File: src/design/dqms_pkg.sv
package dqms_pkg;

  // Default queue depth
  localparam int CAPACITY_DEF = 16;

  // Field widths
  localparam int DATA_W = 32;
  localparam int FUNC_W = 3;
  localparam int STAT_W = 2;

  // Operation codes
  localparam logic [FUNC_W-1:0] FN_PUSH_FRONT = 3'd0;
  localparam logic [FUNC_W-1:0] FN_PUSH_BACK  = 3'd1;
  localparam logic [FUNC_W-1:0] FN_POP_FRONT  = 3'd2;
  localparam logic [FUNC_W-1:0] FN_POP_BACK   = 3'd3;
  localparam logic [FUNC_W-1:0] FN_CLEAR      = 3'd4;
  localparam logic [FUNC_W-1:0] FN_SEARCH     = 3'd5;
  localparam logic [FUNC_W-1:0] FN_LIST_FWD   = 3'd6;
  localparam logic [FUNC_W-1:0] FN_LIST_BWD   = 3'd7;

  // Result status codes
  localparam logic [STAT_W-1:0] ST_OK    = 2'd0;
  localparam logic [STAT_W-1:0] ST_FULL  = 2'd1;
  localparam logic [STAT_W-1:0] ST_EMPTY = 2'd2;

endpackage

File: src/design/deque_with_membership_search.sv
// Bounded double-ended queue of signed 32-bit values with membership search.
// Input channel (in_valid / in_stall / in_func / in_item_value) takes one
// operation per item: push front/back, pop front/back, clear, search, or a
// listing front to back or back to front. Result channel (out_valid /
// out_stall / out_*) returns one item per operation, or one item per stored
// value for a listing, with out_last_result on the final one.
// Sequence: push, pop and clear pass from accept through the EXEC and DONE
// states to the result; a search walks the stored values in the WALK state
// before DONE, and a listing returns each value straight from WALK.
// The pace of a walk is set by the single registered read port of the entry
// memory: one entry per cycle, while the result side does not stall a listing.
// One operation is in flight at a time: in_stall is high from accept until
// the last result has been loaded into the output register.
// Reset clears the front pointer, the count and all handshake state; the
// entry memory is not cleared and is only ever read inside the occupied
// window. A stall on the result side holds the output register and pauses
// the walk without losing or repeating any item.
module deque_with_membership_search import dqms_pkg::*; #(
  parameter int CAPACITY = CAPACITY_DEF
) (
  input  logic                                clk,
  input  logic                                rst_n,
  input  logic                                in_valid,
  output logic                                in_stall,
  input  logic [FUNC_W-1:0]                   in_func,
  input  logic signed [DATA_W-1:0]            in_item_value,
  output logic                                out_valid,
  input  logic                                out_stall,
  output logic [STAT_W-1:0]                   out_status,
  output logic                                out_found,
  output logic signed [DATA_W-1:0]            out_value,
  output logic                                out_has_value,
  output logic                                out_last_result,
  output logic [$clog2(CAPACITY+1)-1:0]       out_entry_count
);

  localparam int IDX_W = $clog2(CAPACITY);
  localparam int CNT_W = $clog2(CAPACITY + 1);
  localparam int SUM_W = CNT_W + 1;
  localparam logic [CNT_W-1:0] CAP_CNT = CNT_W'(CAPACITY);
  localparam logic [IDX_W-1:0] IDX_LAST = IDX_W'(CAPACITY - 1);

  localparam logic [1:0] S_IDLE = 2'd0;
  localparam logic [1:0] S_EXEC = 2'd1;
  localparam logic [1:0] S_WALK = 2'd2;
  localparam logic [1:0] S_DONE = 2'd3;

  // Circular index: the sum is always below twice the capacity
  function automatic logic [IDX_W-1:0] wrap(input logic [SUM_W-1:0] s);
    logic [SUM_W-1:0] t;
    t = s;
    if (s >= SUM_W'(CAPACITY)) begin
      t = s - SUM_W'(CAPACITY);
    end
    return t[IDX_W-1:0];
  endfunction

  logic [1:0]               state_r, state_nxt;
  logic [FUNC_W-1:0]        func_r;
  logic signed [DATA_W-1:0] value_r;
  logic [IDX_W-1:0]         head_r, head_nxt;
  logic [CNT_W-1:0]         count_r, count_nxt;
  logic [CNT_W-1:0]         rd_cnt_r, rd_cnt_nxt;
  logic [CNT_W-1:0]         cons_cnt_r, cons_cnt_nxt;
  logic                     pend_r, pend_nxt;
  logic [STAT_W-1:0]        res_status_r, res_status_nxt;
  logic                     res_found_r, res_found_nxt;

  logic                     out_valid_r, out_valid_nxt;
  logic [STAT_W-1:0]        out_status_r, out_status_nxt;
  logic                     out_found_r, out_found_nxt;
  logic signed [DATA_W-1:0] out_value_r, out_value_nxt;
  logic                     out_has_r, out_has_nxt;
  logic                     out_last_r, out_last_nxt;
  logic [CNT_W-1:0]         out_cnt_r, out_cnt_nxt;

  // Entry memory, one write and one registered read port
  logic signed [DATA_W-1:0] mem [CAPACITY];
  logic signed [DATA_W-1:0] rd_data_r;
  logic                     wr_en;
  logic [IDX_W-1:0]         wr_addr;
  logic                     rd_en;
  logic [IDX_W-1:0]         rd_addr;

  logic             in_take;
  logic             out_free;
  logic             is_list;
  logic [CNT_W-1:0] rd_off;
  logic             hit;
  logic             cons_last;
  logic             consume;
  logic             walk_end;
  logic             load_out;

  assign in_stall = (state_r != S_IDLE);
  assign in_take  = in_valid && !in_stall;
  assign out_free = !out_valid_r || !out_stall;
  assign is_list  = (func_r == FN_LIST_FWD) || (func_r == FN_LIST_BWD);

  // Walk address: offset from the front, mirrored for a backward listing
  assign rd_off  = (func_r == FN_LIST_BWD) ? (count_r - rd_cnt_r - CNT_W'(1)) : rd_cnt_r;
  assign rd_addr = wrap(SUM_W'(head_r) + SUM_W'(rd_off));

  assign hit       = pend_r && (rd_data_r == value_r);
  assign cons_last = (cons_cnt_r == count_r - CNT_W'(1));

  // Walk control: reads run ahead by one entry at most
  always_comb begin
    consume  = 1'b0;
    walk_end = 1'b0;
    if (state_r == S_WALK) begin
      if (is_list) begin
        consume  = pend_r && out_free;
        walk_end = consume && cons_last;
      end else begin
        consume  = pend_r;
        walk_end = hit || (consume && cons_last);
      end
    end
  end

  assign rd_en = (state_r == S_WALK) && (rd_cnt_r != count_r) &&
                 (!pend_r || consume) && !walk_end;

  // Main sequencer
  always_comb begin
    state_nxt      = state_r;
    head_nxt       = head_r;
    count_nxt      = count_r;
    rd_cnt_nxt     = rd_cnt_r;
    cons_cnt_nxt   = cons_cnt_r;
    res_status_nxt = res_status_r;
    res_found_nxt  = res_found_r;
    wr_en          = 1'b0;
    wr_addr        = head_r;
    load_out       = 1'b0;
    out_status_nxt = out_status_r;
    out_found_nxt  = out_found_r;
    out_value_nxt  = out_value_r;
    out_has_nxt    = out_has_r;
    out_last_nxt   = out_last_r;
    out_cnt_nxt    = out_cnt_r;

    // read data flag
    if (walk_end) begin
      pend_nxt = 1'b0;
    end else if (rd_en) begin
      pend_nxt = 1'b1;
    end else if (consume) begin
      pend_nxt = 1'b0;
    end else begin
      pend_nxt = pend_r;
    end

    unique case (state_r)
      S_IDLE: begin
        if (in_take) begin
          state_nxt = S_EXEC;
        end
      end
      S_EXEC: begin
        res_status_nxt = ST_OK;
        res_found_nxt  = 1'b0;
        rd_cnt_nxt     = '0;
        cons_cnt_nxt   = '0;
        state_nxt      = S_DONE;
        case (func_r) inside
          FN_PUSH_FRONT, FN_PUSH_BACK: begin
            if (count_r == CAP_CNT) begin
              res_status_nxt = ST_FULL;
            end else begin
              wr_en     = 1'b1;
              count_nxt = count_r + CNT_W'(1);
              if (func_r == FN_PUSH_FRONT) begin
                head_nxt = (head_r == '0) ? IDX_LAST : head_r - IDX_W'(1);
                wr_addr  = head_nxt;
              end else begin
                wr_addr = wrap(SUM_W'(head_r) + SUM_W'(count_r));
              end
            end
          end
          FN_POP_FRONT, FN_POP_BACK: begin
            if (count_r == '0) begin
              res_status_nxt = ST_EMPTY;
            end else begin
              count_nxt = count_r - CNT_W'(1);
              if (func_r == FN_POP_FRONT) begin
                head_nxt = wrap(SUM_W'(head_r) + SUM_W'(1));
              end
            end
          end
          FN_CLEAR: begin
            count_nxt = '0;
          end
          default: begin
            // search and listing walk the occupied window
            if (count_r != '0) begin
              state_nxt = S_WALK;
            end
          end
        endcase
      end
      S_WALK: begin
        if (rd_en) begin
          rd_cnt_nxt = rd_cnt_r + CNT_W'(1);
        end
        if (consume) begin
          cons_cnt_nxt = cons_cnt_r + CNT_W'(1);
        end
        if (is_list) begin
          if (consume) begin
            load_out       = 1'b1;
            out_status_nxt = ST_OK;
            out_found_nxt  = 1'b0;
            out_value_nxt  = rd_data_r;
            out_has_nxt    = 1'b1;
            out_last_nxt   = cons_last;
            out_cnt_nxt    = count_r;
          end
          if (walk_end) begin
            state_nxt = S_IDLE;
          end
        end else if (walk_end) begin
          res_found_nxt = hit;
          state_nxt     = S_DONE;
        end
      end
      S_DONE: begin
        if (out_free) begin
          load_out       = 1'b1;
          out_status_nxt = res_status_r;
          out_found_nxt  = res_found_r;
          out_value_nxt  = '0;
          out_has_nxt    = 1'b0;
          out_last_nxt   = 1'b1;
          out_cnt_nxt    = count_r;
          state_nxt      = S_IDLE;
        end
      end
      default: begin
        state_nxt = S_IDLE;
      end
    endcase

    out_valid_nxt = load_out ? 1'b1 : (out_valid_r && out_stall);
  end

  // Memory: writes happen only in EXEC, reads only in WALK, so they never overlap
  always_ff @(posedge clk) begin
    if (wr_en) begin
      mem[wr_addr] <= value_r;
    end
    if (rd_en) begin
      rd_data_r <= mem[rd_addr];
    end
  end

  // Control registers
  always_ff @(posedge clk) begin
    if (!rst_n) begin
      state_r     <= S_IDLE;
      head_r      <= '0;
      count_r     <= '0;
      pend_r      <= 1'b0;
      out_valid_r <= 1'b0;
    end else begin
      state_r     <= state_nxt;
      head_r      <= head_nxt;
      count_r     <= count_nxt;
      pend_r      <= pend_nxt;
      out_valid_r <= out_valid_nxt;
    end
  end

  // Payload and walk registers
  always_ff @(posedge clk) begin
    if (in_take) begin
      func_r  <= in_func;
      value_r <= in_item_value;
    end
    rd_cnt_r     <= rd_cnt_nxt;
    cons_cnt_r   <= cons_cnt_nxt;
    res_status_r <= res_status_nxt;
    res_found_r  <= res_found_nxt;
    out_status_r <= out_status_nxt;
    out_found_r  <= out_found_nxt;
    out_value_r  <= out_value_nxt;
    out_has_r    <= out_has_nxt;
    out_last_r   <= out_last_nxt;
    out_cnt_r    <= out_cnt_nxt;
  end

  assign out_valid       = out_valid_r;
  assign out_status      = out_status_r;
  assign out_found       = out_found_r;
  assign out_value       = out_value_r;
  assign out_has_value   = out_has_r;
  assign out_last_result = out_last_r;
  assign out_entry_count = out_cnt_r;

endmodule

File: config.mk
export PLATFORM = sky130hd
export DESIGN_NAME = deque_with_membership_search
export DESIGN_NICKNAME = d
export VERILOG_FILES = /design/src/design/dqms_pkg.sv /design/src/design/deque_with_membership_search.sv
export SDC_FILE = /design/constraint.sdc
export NUM_CORES = 1
export LEC_CHECK = 0
export ABC_AREA = 1
export BUFFER_PORTS_ARGS = -buffer_cell sky130_fd_sc_hd__clkbuf_2
export CORE_MARGIN = 2
export CORE_UTILIZATION = 53
export DETAILED_ROUTE_END_ITERATION = 8
export GPL_TIMING_DRIVEN = 0
export PLACE_DENSITY = 0.7
export SYNTH_ARGS = -nofsm -noshare
export SYNTH_HDL_FRONTEND = slang
export SYNTH_SLANG_ARGS = --single-unit
File: constraint.sdc
create_clock -name clk -period 7.6 [get_ports clk]
set_input_delay 0.76 -clock clk [delete_from_list [all_inputs] [get_ports clk]]
set_output_delay 0.76 -clock clk [all_outputs]
set_load 0.01 [all_outputs]
* Word-level counts from Yosys, hierarchy flattened
Memory sizes are Yosys's and may differ from the RTL's. A register that Yosys moved wholly into a read port is not among the register bits.
Index checks and enable logic that the tools add are counted.
Widths: inputs -> output; s select.
** Word-level totals
- Flip-flop bits (word level) :: 103
- Memory bits (writable) :: 512
- Output and inout bits :: 44
- Word-level logic and storage cells :: 179
- Memories :: 1
** Operators by class
- Add/sub/neg operators :: 13
- Order comparisons :: 3
- Equal/unequal tests :: 24
- Multiplexer cells :: 80
- Bitwise operators :: 1
- Reduce and logical (&&, ||, !) cells :: 40
** Memories
- mem :: depth 16, width 32, rd ports 1, clocked after memory_dff 1, write ports 1, RTL line deque_with_membership_search.sv:78 : logic signed [DATA_W-1:0] mem [CAPACITY];
** Operator list (count)
- $mux 32 :: 3
- $pmux 32 s2 :: 1
- $mux 4 :: 14
- $mux 5 :: 11
- $eq 32x32->1 :: 1
- $mux 1 :: 30
- $pmux 5 s2 :: 3
- $mux 2 :: 11
- $ne 2x2->1 const B :: 9
- $sub 4x1->4 const B :: 4
- $add 5x1->5 const B :: 3
- $add 4x5->6 :: 2
- $ge 6x5->1 const B :: 2
- $reduce_bool 2->1 :: 6
- $pmux 1 s2 :: 5
- $sub 5x1->5 const B :: 2
- $eq 3x3->1 const B :: 3
- $logic_and 1x1->1 :: 9
- $pmux 2 s4 :: 1
- $reduce_and 4->1 :: 2
- $eq 3x2->1 const B :: 2
- $reduce_and 3->1 :: 2
- $reduce_and 6->1 :: 1
- $reduce_or 2->1 :: 3
- 22 further kinds :: 31

* Longest topological paths before layout
Gate-level depths: netlist of run 1.
- Depth after elaboration :: 10
- Gate-level depth with buffers :: 15
- Depth with buffers taken out :: 14

* Least setup slack after synthesis of run 1
No wires, ideal clock.
- Path kind :: input port to flip-flop
- Start :: input port out_stall
- End :: register out_cnt_r[0], in the netlist out_entry_count[0], enable pin
- Library setup time :: 455 ps
- Arrival :: 3219 ps
- Data required time :: 7145 ps
- Path slack :: 3925 ps
- Cell stages on the path :: 5
- Buffers on the path :: 0
- Path through :: a31oi_1 -> nand2_1 -> inv_1 -> nand2_1 -> a21oi_1
** Between the ends
- Word-level cells in the longest chain between the ends :: 7
** Ends and longest elaborated chain
- start: declaration :: RTL line deque_with_membership_search.sv:28 : input logic out_stall,
- $logic_not 1->1 * :: RTL line deque_with_membership_search.sv:97 : assign out_free = !out_valid_r || !out_stall;
- $logic_or 1x1->1 * :: RTL line deque_with_membership_search.sv:97
- $logic_and 1x1->1 :: RTL line deque_with_membership_search.sv:113 : consume = pend_r && out_free;
- $mux 1 :: RTL line deque_with_membership_search.sv:112 : if (is_list) begin
- $mux 1 :: RTL line deque_with_membership_search.sv:111 : if (state_r == S_WALK) begin
- $ne 2x2->1 (no source line)
- $reduce_and 4->1 (no source line) *
- end signal: assignment :: RTL line deque_with_membership_search.sv:290 : out_cnt_r <= out_cnt_nxt;
- end: declaration :: RTL line deque_with_membership_search.sv:75 : logic [CNT_W-1:0] out_cnt_r, out_cnt_nxt;
Every way passes the cells marked *; elsewhere a longest branch is shown, timed or not.
A chain may end at the register's enable or synchronous reset.

* Final worst setup path of run 1
- Start :: register count_r[0]
- End :: register rd_data_r[22] (read register of mem), data pin
** Between the ends
- Word-level cells in the longest chain between the ends :: 8
** Ends and longest elaborated chain
- start: declaration :: RTL line deque_with_membership_search.sv:62 : logic [CNT_W-1:0] count_r, count_nxt;
- start signal: assignment :: RTL line deque_with_membership_search.sv:269 : count_r <= count_nxt;
- branches (longest 8 deep; another with $add 4x5->6)
- end: declaration :: RTL line deque_with_membership_search.sv:79 : logic signed [DATA_W-1:0] rd_data_r;
Parallel ways; which one is timed is not known.

==> results.md, run 1 <==
* Status: complete, no violations
* Final WL at 70700 microns
* Critical Path RT at 8.04 ns
* Synthesized flop and latch total at approximately 650
* Final Cycle Share at 0.620
* NetSw at approximately 4600 uW
* Num rows at 81
* Post-DR wirelength/cell at roughly 24 microns
* Fin Setup TNS at 0 ns
* Synth top area cells: edfxtp_1 73%, o21ai_0 4.7%, nor2_1 4.4%
* Pin count of the biggest net entering global routing at 29
* Post-Synth XOR/XNOR Area at 0.00977
* First-pass GRT wire length at between 100000 and 150000 microns
* Total track usage at 0.282
* Worst-Skew Late Latency at a little over 0.6 ns
* CTS tree: yes
* Vias per inst at 5.98
* Worst Path Max Fanout at 10
* Synth warn at 0
* Met1 Use GR at 0.380
* Grt ovf at 0
* RSZ-0062 raised after global routing: false
* Max_cap viols at 0
* Cells resized by post-CTS repair at 0
* Htree depth at 3
* DRT Pass-1 Iters at 6
* Initial drt markers at around 2600
* Post-synthesis cell count at 2040
* Final hold violations at 0
* Fmax at 212 MHz
* Max Buffers Root-to-Sink at 3
* Post-route worst setup slack at 2.88 ns
* Synthesized area per cell at between 10 and 15 sq um
* Cell taking the most area after synthesis: edfxtp_1
* Final net count at ~2300
* Relative slew slack at 0.325
* Worst-path clk slew at around 0.06 ns
* Clock sink count at 647
* Int Power at 7330 uW
* PwrDens at a little under 400 nW/um^2
* Final Max Tran Viols at 0
* Grt met2 use at 0.442
* Die Y at approximately 230 microns
* Largest family of logic cells by synthesized area: compound AO/OA/AOI/OAI gates
* Synth-to-layout area growth at 15.0%
* Async S/R FF share, synth at 0
* Core area at slightly below 50000 sq um
* Synth Cell Area at about 26000 sq um
* # setup viols final at 0
* Post-Place Cells at 2805
* Starting Density at 0.535
* CP Launch Type: flop
* EDFF count, synth at 634
* Setup Buffers After CTS at 0
* Via count at roughly 17000
* Initial antenna violation count at 0
* Fillers at between 3000 and 4000
* Clk pwr share at 0.262
* Crit path max-delay cell type: fa_1
* Post-CTS Hold Fix Bufs at 0
* Flop pwr share at 0.391
* Adder-cell area share of the yosys netlist at 0.00948
* CP arrival at a little over 5 ns
* Leakage at roughly 0.01 uW
* Critical path endpoint category: flop
* # DRC at 0
* Largest stage delay, worst path at ~0.64 ns
* Mux share of post-synthesis cell area at 0
* GRT met3 Usage at 0.0583
* GPL Wtd Cong at slightly above 0.9
* VDD IR-drop max at ~0.19 mV
* Final min period at approximately 4.7 ns
* Compound-Gate Fraction of Synth Area at 0.115
* Sequential area share after synthesis at 0.739
* Most used cell, CP: o21ai_0
* IO Port Bufs at slightly above 80
* Place WS at 2.90 ns
* Worst slew pin tran at just over 1 ns
* Fin Clk Skew at 0.0269 ns
* Hold slack at around 0.32 ns
* Synth top area share at 0.729
* CP Class: flop to flop
* Vias in the first global route at around 17000
* Switching share of power at 0.384
* Most frequent cells after synthesis: 634 x edfxtp_1, 303 x nor2_1, 262 x nand2_1
* Num CTS Buffers at 67
* Layout Cells excl Fill at about 3000
* Synth Flop Type: edfxtp_1
* Post-route antenna net violation count at 0
* Dpl cell area at ~28000 sq um
* Ant. Diodes at 0
* Count of cell types in the netlist at 39
* Die footprint at approximately 51000 sq um
* Clk root buf: clkbuf_16
* Layout cell share with drive strength beyond 1 at 0.104
* Die W at around 230 microns
* Hold WC Path Type: input pin to flop
* Post-DP HPWL at roughly 47000 microns
* Most common cell in the netlist: edfxtp_1
* Fin area at ~30000 sq um
* Busiest grt layer: met2
* Post-Synthesis Net Count at between 2000 and 2500
* Comb power frac at 0.346
* CP cell instances: ha_1 -> inv_1 -> fa_1 -> o21ai_0 -> inv_1 -> fa_1 -> clkinv_1 -> clkbuf_1 -> clkbuf_1 -> o21ai_0 -> o22ai_1 -> o21ai_0 -> o21ai_1
* # IOs at 83
* Simple-gate share of the synthesized area at 0.0928
[final cells by class]
| type | instances | area, sq um | share of cell area |
|---|---|---|---|
| Timing Repair Buffer | 101 | 866 | 0.0288 |
| Multi-Input combinational cell | 1167 | 6090 | 0.203 |
| Sequential cell | 647 | 19300 | 0.642 |
| Inverter | 118 | 443 | 0.0147 |
| Clock inverter | 38 | 290 | 0.00966 |
| Buffer | 108 | 444 | 0.0148 |
| Tap cell | 664 | 831 | 0.0276 |
| Clock buffer | 80 | 1790 | 0.0595 |
[kinds of logic (layout without fill, tap and decap cells)]
| group | after synthesis | in the layout |
|---|---|---|
| DFF | 647 | 647 |
| AOI/OAI and AO/OA | 506 | 506 |
| adders and majority gates | 18 | 18 |
| buffers and inverters | 226 | 445 |
| xor gates and xnor gates | 27 | 27 |
| and+or+nand+nor | 616 | 616 |
[layout by cell type (no fill, tap or decap), types with 33 or more instances in the layout]
| master | netlist | layout |
|---|---|---|
| nor2_1 | 303 | 285 |
| clkbuf_16 | 0 | 70 |
| edfxtp_1 | 634 | 634 |
| o221ai_1 | 33 | 33 |
| o22ai_1 | 67 | 67 |
| a21oi_1 | 51 | 50 |
| nand2_1 | 262 | 262 |
| clkbuf_2 | 0 | 82 |
| inv_1 | 115 | 115 |
| o21ai_1 | 34 | 34 |
| clkbuf_1 | 87 | 97 |
| o21ai_0 | 245 | 245 |
[critical path, delay by kind of cell (launching register included)]
family / cells / cell delay [ns]
AOI/OAI and AO/OA: 5 / 1.10
adders and majority gates: 3 / 1.31
buffers and inverters: 5 / 1.58
DFF: 1 / 0.53
[sequential cells by signal, summed over array words and instances, names as in the netlist, 5 cells and up]
signal	cells
mem	512
out_entry_count	5
rd_data_r	32
value_r	32
rd_cnt_r	5
cons_cnt_r	5
count_r	5
out_value	32
[layer usage]
metal | vias to the layer above | share of wire
li1 | 7803 | -
met1 | 8451 | 0.38
met2 | 1043 | 0.46
met3 | 180 | 0.11
met4 | 0 | 0.046
met5 | - | 0
[power groups by stage]
stage	clock network [uW]	logic, uW	registers [uW]
global placement	0	3870	4730
finish	3130	4120	4660
global route	3290	4440	4690
CTS	3150	4030	4650
floorplan	0	2450	4630
detailed placement	0	4010	4720
[per-stage QoR]
| step | total power, uW | utilization |
|---|---|---|
| after floorplan | 7080 | - |
| after global placement | 8590 | 0.560 |
| after detailed placement | 8730 | 0.573 |
| after CTS | 11800 | 0.615 |
| after global routing | 12400 | 0.615 |
| final | 11900 | 0.615 |
[worst paths after layout]
path | slack [ns] | depth (start not counted) | endpoint | from
min reg2reg | 0.43 | 0 | out_entry_count[3] | count_r[3]
min | 0.32 | 1 | value_r[5] | in_item_value[5]
max reg2reg | 2.88 | 13 | rd_data_r[22] | count_r[0]
max | 2.88 | 13 | rd_data_r[22] | count_r[0]
Note: power is estimated with default switching activity, not from simulation.
==> inputs of run 2 (changes only) <==
==> constraint.sdc (replaced) <==
create_clock -name clk -period 4.6 [get_ports clk]
set_input_delay 0.46 -clock clk [delete_from_list [all_inputs] [get_ports clk]]
set_output_delay 0.46 -clock clk [all_outputs]
set_load 0.01 [all_outputs]
==> results.md, run 2 (synthesized netlist as in run 1, its figures left out) <==
* Status: complete, no violations (unchanged)
* Critical path endpoint category: flop (unchanged)
* Final net count at 2267 (unchanged)
* Sequential cell area at 19300 sq um (unchanged)
* PwrDens at 655 nW/um^2 (was 396 nW/um^2)
* Final hold violations at 0 (unchanged)
* CP Launch Type: flop (unchanged)
* Hold WC Path Type: input pin to flop (unchanged)
* Fin Setup TNS at 0 ns (unchanged)
* Pin count of the biggest net entering global routing at 29 (unchanged)
* Worst-Skew Late Latency at 0.61 ns (about the same)
* Grt ovf at 0 (unchanged)
* CTS tree: yes (unchanged)
* Switching share of power at 0.384 (about the same)
* Max Buffers Root-to-Sink at 3 (unchanged)
* Final Max Tran Viols at 0 (unchanged)
* VDD IR-drop max at 0.312 mV (was 0.188 mV)
* CP cell instances: ha_1 -> inv_1 -> fa_1 -> o21ai_0 -> inv_1 -> fa_2 -> clkinvlp_4 -> clkbuf_2 -> clkbuf_1 -> o21ai_0 -> o22ai_1 -> o21ai_0 -> o21ai_1 (was ha_1 -> inv_1 -> fa_1 -> o21ai_0 -> inv_1 -> fa_1 -> clkinv_1 -> clkbuf_1 -> clkbuf_1 -> o21ai_0 -> o22ai_1 -> o21ai_0 -> o21ai_1)
* Clock sink count at 647 (unchanged)
* # setup viols final at 0 (unchanged)
* Initial drt markers at 2658 (was 2552)
* Worst slew pin tran at 1.02 ns (was 1.01 ns)
* Fin Clk Skew at 0.0244 ns (was 0.0269 ns)
* Post-route worst setup slack at 0.294 ns (was 2.88 ns)
* Clk root buf: clkbuf_16 (unchanged)
* # DRC at 0 (unchanged)
* Setup Buffers After CTS at 0 (unchanged)
* Most common cell after layout, fill and taps aside: edfxtp_1 (unchanged)
* Layout Cells excl Fill at 2923 (unchanged)
* Core area at 48800 sq um (unchanged)
* Die Y at 226 microns (unchanged)
* Via count at 17600 (was 17500)
* First-pass GRT wire length at 104000 microns (about the same)
* Post-Place Cells at 2805 (unchanged)
* Int Power at 12100 uW (was 7330 uW)
* DRT Pass-1 Iters at 7 (was 6)
* Most used cell, CP: o21ai_0 (unchanged)
* Hold slack at 0.0233 ns (was 0.322 ns)
* Fillers at 3705 (was 3708)
* Leakage at 0.0102 uW (about the same)
* Vias per inst at 6.01 (was 5.98)
* R2r setup slk at 0.29 ns (was 2.88 ns)
* IO Port Bufs at 82 (unchanged)
* NetSw at 7560 uW (was 4580 uW)
* Top reg by flops: mem (unchanged)
* Synth-to-layout area growth at 15.1% (was 15.0%)
* CP Class: flop to flop (unchanged)
* Num CTS Buffers at 67 (unchanged)
* Worst R2R Start: count_r[0] (unchanged)
* Crit path launch: count_r[0] (unchanged)
* R2R depth at 13 (unchanged)
* Relative slew slack at 0.322 (was 0.325)
* Crit path max-delay cell type: fa_2 (was fa_1)
* Flop pwr share at 0.391 (about the same)
* Total power at 19700 uW (was 11900 uW)
* CP arrival at 4.65 ns (was 5.15 ns)
* Place WS at -0.103 ns (was 2.90 ns)
* RSZ-0062 raised after global routing: false (unchanged)
* Flip-flop count of the largest register after layout at 512 (unchanged)
* Worst Path Max Fanout at 10 (unchanged)
* Final WL at 70700 microns (about the same)
* Worst-path clk slew at 0.06 ns (about the same)
* Ant. Diodes at 0 (unchanged)
* Die W at 226 microns (unchanged)
* Vias in the first global route at 17100 (about the same)
* Post-DR wirelength/cell at 24.2 microns (about the same)
* Layout cell share with drive strength beyond 1 at 0.106 (was 0.104)
* Max_cap viols at 0 (unchanged)
* Final min period at 4.31 ns (was 4.72 ns)
* CP Capture Point: rd_data_r[22] (unchanged)
* Total track usage at 0.282 (about the same)
* FF-to-FF End: rd_data_r[22] (unchanged)
* Comb power frac at 0.347 (was 0.346)
* Final Cycle Share at 0.936 (was 0.620)
* Initial antenna violation count at 0 (unchanged)
* Htree depth at 3 (unchanged)
* # IOs at 83 (unchanged)
* Multi-input gate area at 6090 sq um (about the same)
* Fmax at 232 MHz (was 212 MHz)
* Post-route antenna net violation count at 0 (unchanged)
* Starting Density at 0.535 (unchanged)
* Largest stage delay, worst path at 0.71 ns (was 0.64 ns)
* Num rows at 81 (unchanged)
* Clk pwr share at 0.262 (about the same)
* GPL Wtd Cong at 0.916 (unchanged)
* Most frequent cells in the layout: 634 x edfxtp_1, 285 x nor2_1, 262 x nand2_1 (unchanged)
* Post-DP HPWL at 47400 microns (unchanged)
* Critical Path RT at 4.95 ns (was 8.04 ns)
* Die footprint at 51100 sq um (unchanged)
[run 2: cell types whose count changed in the layout (fill, tap and decap cells not counted)]
| cell | previous run | this run |
|---|---|---|
| dlygate4sd3_1 | 0 | 1 |
| fa_2 | 0 | 1 |
| clkinv_1 | 22 | 21 |
| clkbuf_2 | 82 | 86 |
| clkbuf_1 | 97 | 92 |
| fa_1 | 3 | 2 |
| clkinvlp_4 | 2 | 3 |
[run 2: final cells by class]
type / instances / area share
flip-flops and latches: 647 / 0.642
multi-input cells: 1167 / 0.203
clock buffers: 80 / 0.0595
repair buffers: 102 / 0.0291
well taps: 664 / 0.0276
inverters: 118 / 0.0149
plain buffers: 107 / 0.0148
clock inverters: 38 / 0.00965
[run 2: power by group through the flow]
stage,Sequential (uW),Combinational [uW],Clock (uW)
after detailed placement,7800,6620,0
after CTS,7690,6670,5200
after global placement,7810,6390,0
after floorplan,7650,4040,0
final,7700,6820,5160
after global routing,7750,7330,5440
[run 2: repair_timing]
action / 4_1_cts / 5_1_grt
hold endpoints to repair: 1 / 0
endpoints found under the setup margin: 9 / 32
gates resized for setup: 2 / 6
hold buffers: 1 / 0
[run 2: how the worst min path moves through the flow]
stage                     startpoint                  to  cells after the start
global route        in_item_value[3]          value_r[3]                      1
finish              in_item_value[6]          value_r[6]                      1
CTS                 in_item_value[3]          value_r[3]                      1
floorplan                 count_r[3]  out_entry_count[3]                      0
detailed placement        count_r[3]  out_entry_count[3]                      0
global placement          count_r[3]  out_entry_count[3]                      0
[run 2: through the flow]
step           area, sq um   util
2_1_floorplan        26100      -
3_3_place_gp         27400  0.560
3_5_place_dp         28000  0.573
4_1_cts              30100  0.615
5_1_grt              30100  0.616
6_report             30100  0.616
[run 2: per-layer routing]
layer  share of wire  global-route usage  routed length [microns]  up-vias
met5               0                   0                        0        -
met4           0.046               0.135                     3230        0
met3            0.11              0.0583                     7540      183
met2            0.46               0.443                    32700     1074
met1            0.39               0.380                    27300     8501
li1                -                   -                        -     7801
[run 2: worst max-delay path, delay by kind of cell, from the launching register on]
family          cells  cell delay, ns
fa+ha+maj           3            1.38
buf+inv             5            1.12
compound gates      5            1.01
flops               1            0.53
